### src/rtl/uart_line_command_queue_defines.svh
// Assertion macros shared by the RTL of the line command queue.
`ifndef UART_LINE_COMMAND_QUEUE_DEFINES_SVH
`define UART_LINE_COMMAND_QUEUE_DEFINES_SVH

`ifndef ASSERT_OFF
`define ULCQ_ASSERT_IMPLIES(label, clk, rst, cond, expr) \
   label: assert property (@(posedge clk) disable iff (rst) (cond) |-> (expr)) \
      else $error("Implication check failed.");
`define ULCQ_ASSERT_NEXT(label, clk, rst, cond, expr) \
   label: assert property (@(posedge clk) disable iff (rst) (cond) |=> (expr)) \
      else $error("Next-cycle check failed.");
`else
`define ULCQ_ASSERT_IMPLIES(label, clk, rst, cond, expr)
`define ULCQ_ASSERT_NEXT(label, clk, rst, cond, expr)
`endif

`endif

### src/rtl/ulcq_ram.sv
module ulcq_ram #(
   parameter int DEPTH = 64,
   parameter int WIDTH = 8,
   localparam int AW = $clog2(DEPTH)
) (
   input  logic             clock,
   input  logic             wr_en,
   input  logic [AW-1:0]    wr_addr,
   input  logic [WIDTH-1:0] wr_data,
   input  logic             rd_en,
   input  logic [AW-1:0]    rd_addr,
   output logic [WIDTH-1:0] rd_data
);

   logic [WIDTH-1:0] mem [DEPTH];
   logic [WIDTH-1:0] rd_data_ff;

   always_ff @(posedge clock) begin
      if (wr_en) begin
         mem[wr_addr] <= wr_data;
      end
   end

   always_ff @(posedge clock) begin
      if (rd_en) begin
         rd_data_ff <= mem[rd_addr];
      end
   end

   assign rd_data = rd_data_ff;

endmodule
### config.mk
export PLATFORM = sky130hd
export DESIGN_NAME = ulcq_ram
export DESIGN_NICKNAME = d
export VERILOG_FILES = /design/src/rtl/uart_line_command_queue_defines.svh /design/src/rtl/ulcq_ram.sv
export SDC_FILE = /design/constraint.sdc
export NUM_CORES = 1
export LEC_CHECK = 0
export BUFFER_PORTS_ARGS = -buffer_cell sky130_fd_sc_hd__buf_4
export CAP_MARGIN = 20
export CORE_MARGIN = 4
export CORE_UTILIZATION = 50
export CTS_BUF_LIST = sky130_fd_sc_hd__clkbuf_4
export DETAILED_ROUTE_END_ITERATION = 16
export PLACE_DENSITY = 0.7
export RECOVER_POWER = 100
export SYNTH_ARGS = -nofsm -noshare
export SYNTH_HDL_FRONTEND = slang
export SYNTH_SLANG_ARGS = --single-unit
### constraint.sdc
create_clock -name clock -period 1.9 [get_ports clock]
set_input_delay 0.19 -clock clock [delete_from_list [all_inputs] [get_ports clock]]
set_output_delay 0.19 -clock clock [all_outputs]
set_load 0.02 [all_outputs]
==> metrics.txt, run 1 <==
register area share after synthesis 0.771; layout cells sized above 1 0.327; area grow syn2layout 15.2%; Worst path most repeated cell mux4_2; Fmax achieved 493 MHz; Final Skew 0.0555 ns; initial antenna violation count 2; Stages on worst setup path 5; multi-input logic area 4390 µm²; Clock transition at path regs 0.07 ns; vias per cell 5.76; H-tree depth 3; core area 39900 µm²; Post-synth ARST share 0; fin. max-slew vios 0; global route overflow 0; clk_lat worst skew 0.81 ns; final-report hold violation count 0; Worst Setup End Kind flip-flop; busiest layer in global routing met2; top-count cell post-synth edfxtp_1; DRT Wirelength 44700 µm; crit-path max FO 1; CP cell instances mux4_2 -> mux4_2 -> nor2_2 -> nor3_2 -> o2bb2ai_1; Synth top area share 0.771; clock buffer depth 3; post-synth cell types 39; CP Launch Type flip-flop; syn_area_per_cell 21.5 µm²; post-route antenna net violation count 0; fin worst setup slack -0.127 ns; R2R Setup Slk -0.13 ns; Power Total 22.5 mW; DRC 0; synth warn 0; chip height 209 µm; crit path max-delay cell type mux4_2; clock root buffer clkbuf_4; Final Net Count 1213; Leakage Power 7.51 nW; Yosys reg bits 520; reg2reg path depth 5; Pwr per Cell Area 965 nW/µm²; # Max-Cap Violations 0; Placement Rows 73; Post-Syn Nets 963; non-filler cells, final 1815; Initial Util 0.507; first-pass GRT wire length 67900 µm; dpl ws -0.510 ns; crit path kind reg2reg; min cycle time layout 2.03 ns; Routed WL per cell 24.6 µm; synth cell count leaders 520 x edfxtp_1, 126 x mux4_2, 83 x nor2_1; min-delay src rd_addr[4]; R2R Path Start mem[2][2]; Fin Hold WS 0.109 ns; CTS Sinks 520; Synth area leader edfxtp_1; Mapped Cells 940; Worst Path Buf+Inv 0; setup TNS -0.429 ns; largest net degree at the start of global routing 65; # setup viols final 5; top post-synthesis cells by area edfxtp_1 77%, mux4_2 14%, nor2_1 1.5%, mux2i_1 1.1%, mux2_2 0.72%; unrepaired setup endpoints after global routing true; # port buffers 30; CP Data Required Time 2.41 ns; Synth Flop Type edfxtp_1; Max stage delay on crit path 0.55 ns; routed vias 10500; failing checks setup timing; CP top delay family multiplexers; die width 209 µm; met1 usage 0.280; GRT Total Usage 0.208; crit path to rd_data[2]; Reg area 15600 µm²; Worst R2R End rd_data[2]; Placed Instances 1581; met3 Use GR 0.0515; HP Class in2reg; Iter 0 DRT Violations 1150; netlist area before placement 20200 µm²; Critical Path Start mem[2][2]; status complete, but fails checks; crit path DAT 2.54 ns; CTS tree built; I/O pin count 31; worst-margin pin slew 1.37 ns; worst rel slew slack 0.0859; grt met2 use 0.336; postcts setup bufs 0; HPWL after detailed placement 27800 µm; WHS Path Cells 4; period utilization 1.07; fillers 2930; total die area 43800 µm²; routability congestion estimate 0.844; Post-synth EDFFs 520; TritonCTS buffer count 120; DR pass1 iterations 5; VDD IR-drop max 405 µV; via count of the first global-routing pass 10900
report_power, final:
part	total [mW]	switching, mW	internal, mW	leakage (nW)
clock network	8.48	4.22	4.26	0.888
registers	12.8	0.0336	12.7	4.69
logic	1.28	0.752	0.526	1.94
total	22.5	5.01	17.5	7.51
cell families after synthesis:
logic type             share of synthesized area
flip-flops                                 0.771
buffers and inverters                     0.0156
multiplexers                               0.159
AND/OR/NAND/NOR                           0.0337
AO/OA/AOI/OAI                             0.0206
metrics by stage:
step	instance area [µm²]	utilization
detailed placement	22000	0.551
floorplan	20300	-
global route	23300	0.584
CTS	23700	0.593
global placement	22000	0.551
finish	23300	0.584
cells in the final DEF (no fill, tap or decap), drive strengths merged, types with 3 or more instances in the layout:
cell / netlist / routed
edfxtp: 520 / 520
clkbuf: 17 / 280
mux4: 126 / 126
nor2: 83 / 83
buf: 34 / 56
clkinv: 0 / 47
mux2i: 23 / 23
nand2: 19 / 19
nor2b: 14 / 14
nand3: 13 / 13
dlygate4sd3: 0 / 13
mux2: 13 / 13
o221ai: 8 / 8
o22ai: 8 / 8
nand2b: 7 / 7
nor3: 7 / 7
a221oi: 6 / 6
a211oi: 4 / 4
o21ai: 4 / 4
nand3b: 3 / 3
a21oi: 3 / 3
a22oi: 3 / 3
o2111ai: 3 / 3
o2bb2ai: 3 / 3
how the worst min path moves through the flow:
stage | slack, ns | to
6_report | 0.11 | rd_data[0]
5_1_grt | 0.06 | mem[51][1]
4_1_cts | 0.02 | mem[51][1]
3_5_place_dp | 0.55 | rd_data[7]
3_3_place_gp | 0.56 | rd_data[7]
2_1_floorplan | 0.29 | mem[0][0]
sequential cells by signal (all words and copies together), names as in the netlist:
register and cells:
mem 512, rd_data 8
final cells by class:
| cell class | instances | area share |
|---|---|---|
| well taps | 525 | 0.0282 |
| clock inverters | 50 | 0.00939 |
| diodes | 2 | 0.000215 |
| clock buffers | 170 | 0.0547 |
| multi-input cells | 369 | 0.188 |
| flip-flops and latches | 520 | 0.669 |
| repair buffers | 179 | 0.0497 |
worst register-to-register path, cell delays in order, from the launching register on:
cell and delay [ns]:
edfxtp_1 0.37, mux4_2 0.51, mux4_2 0.55, nor2_2 0.13
nor3_2 0.06, o2bb2ai_1 0.14
routing by layer:
metal,wire length (µm),vias up
li1,-,4549
met1,17700,5374
met2,22200,455
met3,3540,77
met4,1220,0
met5,0,-
what timing repair did:
action	in CTS	in global routing
hold endpoints to repair	592	0
gates resized for setup	16	3
pin swaps	2	3
endpoints found under the setup margin	8	8
hold buffers	13	0
Note: power is estimated with default switching activity, not from simulation.
==> inputs of run 2 (changes only) <==
--- a/config.mk
+++ b/config.mk
@@ -9,9 +9,8 @@
 export CAP_MARGIN = 20
 export CORE_MARGIN = 4
 export CORE_UTILIZATION = 50
-export CTS_BUF_LIST = sky130_fd_sc_hd__clkbuf_4
 export DETAILED_ROUTE_END_ITERATION = 16
-export PLACE_DENSITY = 0.7
+export PLACE_DENSITY = 0.68
 export RECOVER_POWER = 100
 export SYNTH_ARGS = -nofsm -noshare
 export SYNTH_HDL_FRONTEND = slang
==> constraint.sdc (replaced) <==
create_clock -name clock -period 2.1 [get_ports clock]
set_input_delay 0.21 -clock clock [delete_from_list [all_inputs] [get_ports clock]]
set_output_delay 0.21 -clock clock [all_outputs]
set_load 0.02 [all_outputs]
==> run 2 against run 1 <==
  * The flow now finishes without violations
  * Global-route usage decreased by 0.40 points
  * Non-clock buffer count decreased by 19
  * Sequential power decreased by 9%
  * Critical path depth increased by 1
  * Count of clock-buffer cells in the layout decreased by 111
  * Utilization decreased by 0.18 points
  * Via count decreased by 4.7%
  * Wire length decreased by 1.4%
  * Final cell count decreased by 7.9%
  * Cell area decreased by 0.32%
  * Flip-flop and latch count unchanged
  * Setup slack improved by 0.17 ns
  * Critical endpoint is now rd_data[4]
==> metrics.txt, run 2 (synthesis gave the netlist of run 1 again) <==
# setup viols final 0; # Max-Cap Violations 0; # port buffers 30; DRT Wirelength 44000 µm; setup TNS 0 ns; min cycle time layout 2.05 ns; Pwr per Cell Area 943 nW/µm²; routability congestion estimate 0.822; HPWL after detailed placement 27200 µm; crit path kind reg2reg; CTS tree built; fillers 2828; Largest register FFs 512; GRT Total Usage 0.204; Fmax achieved 487 MHz; reg2reg path depth 6; non-filler cells, final 1671; DR pass1 iterations 5; dpl ws -0.380 ns; chip height 209 µm; HP Class in2reg; Iter 0 DRT Violations 1054; Int Power 17.4 mW; commonest non-fill, non-tap cell in the layout edfxtp_1; largest net degree at the start of global routing 65; VDD IR-drop max 576 µV; multi-input logic area 4340 µm²; CP Data Required Time 2.44 ns; total die area 43800 µm²; I/O pin count 31; worst-margin pin slew 1.37 ns; unrepaired setup endpoints after global routing false; TritonCTS buffer count 52; Ant. Diodes 0; CTS Sinks 520; area grow syn2layout 14.8%; layout cells sized above 1 0.254; Final Skew 0.0125 ns; final-report hold violation count 0; initial antenna violation count 1; first-pass GRT wire length 66500 µm; Leakage Power 7.28 nW; clk_lat worst skew 0.59 ns; routed vias 9960; clock root buffer clkbuf_16; crit-path max FO 1; post-route antenna net violation count 0; Initial Util 0.507; Fin Hold WS 0.0835 ns; vias per cell 5.96; worst rel slew slack 0.0883; crit path DAT 2.39 ns; fin. max-slew vios 0; Final Net Count 1126; Switching Power 4.48 mW; sequential power share 0.527; postcts setup bufs 0; Clock transition at path regs 0.06 ns; Routed WL per cell 26.4 µm; via count of the first global-routing pass 10300; WHS Path Cells 2; H-tree depth 2; die width 209 µm; combinational fraction of design power 0.051; global route overflow 0; Placed Instances 1573; Power Total 21.9 mW; clock buffer depth 3; Reg area 15600 µm²; status completed; period utilization 0.978; largest register by flop count mem; Worst Setup End Kind flip-flop; Placement Rows 73; commonest cells after routing, fill and taps aside 520 x edfxtp_1, 126 x mux4_2, 93 x clkbuf_1; DRC 0; Clock power frac 0.422; Switching Share 0.204; fin worst setup slack 0.0461 ns; CP Launch Type flip-flop; core area 39900 µm²
[run 2: cell types whose count changed in the layout (fill, tap and decap cells not counted), moves of 4 or more]
cell and change:
buf_12 -6, clkbuf_2 -28, bufinv_16 +6, clkbuf_16 +53, clkbuf_1 +21, clkbuf_4 -171
dlygate4sd3_1 -12, clkinvlp_4 +4, clkinv_2 +7, clkinv_1 -29, buf_4 +13
[run 2: per-layer routing]
metal | GRT usage | wire length (µm)
met5 | 0 | 11
met2 | 0.319 | 21000
met4 | 0.0563 | 1140
met3 | 0.0410 | 3650
met1 | 0.299 | 18200
[run 2: power groups by stage]
stage                     Combinational [mW]  Clock [mW]  Sequential, mW
after global placement                  1.13           0            11.8
after floorplan                        0.613           0            11.8
after detailed placement                1.15           0            11.8
after CTS                               1.16        9.40            11.5
final                                   1.11        9.25            11.6
after global routing                    1.20        9.89            11.6
[run 2: layout make-up]
type / instances / share of cell area
clock buffers: 59 / 0.0580
flip-flops and latches: 520 / 0.672
multi-input cells: 369 / 0.187
repair buffers: 160 / 0.0398
clock inverters: 38 / 0.0157
well taps: 525 / 0.0283
[run 2: path summary, 6_finish.rpt]
| check | endpoint | slack (ns) | start |
|---|---|---|---|
| worst max-delay path | rd_data[4] | 0.05 | mem[29][4] |
| worst min-delay path | rd_data[5] | 0.08 | rd_addr[5] |
| worst max register to register | rd_data[4] | 0.05 | mem[29][4] |
| worst min register to register | rd_data[4] | 0.93 | mem[31][4] |
[run 2: through the flow]
step	cell area, µm²	util
global placement	21800	0.547
floorplan	20200	-
CTS	23600	0.591
detailed placement	21800	0.547
global route	23300	0.583
finish	23300	0.583
[run 2: worst max-delay path, cell delays in order, from the launching register on]
cell,delay (ns)
edfxtp_1,0.37
mux4_2,0.50
mux2_2,0.29
o221a_2,0.31
nor3_4,0.13
buf_4,0.15
o32ai_1,0.07
[run 2: what timing repair did]
item / CTS / global route
endpoints found under the setup margin: 2 / 3
gates resized for setup: 2 / 3
pin swaps: 1 / 0
hold endpoints to repair: 8 / 0
hold buffers: 1 / 0
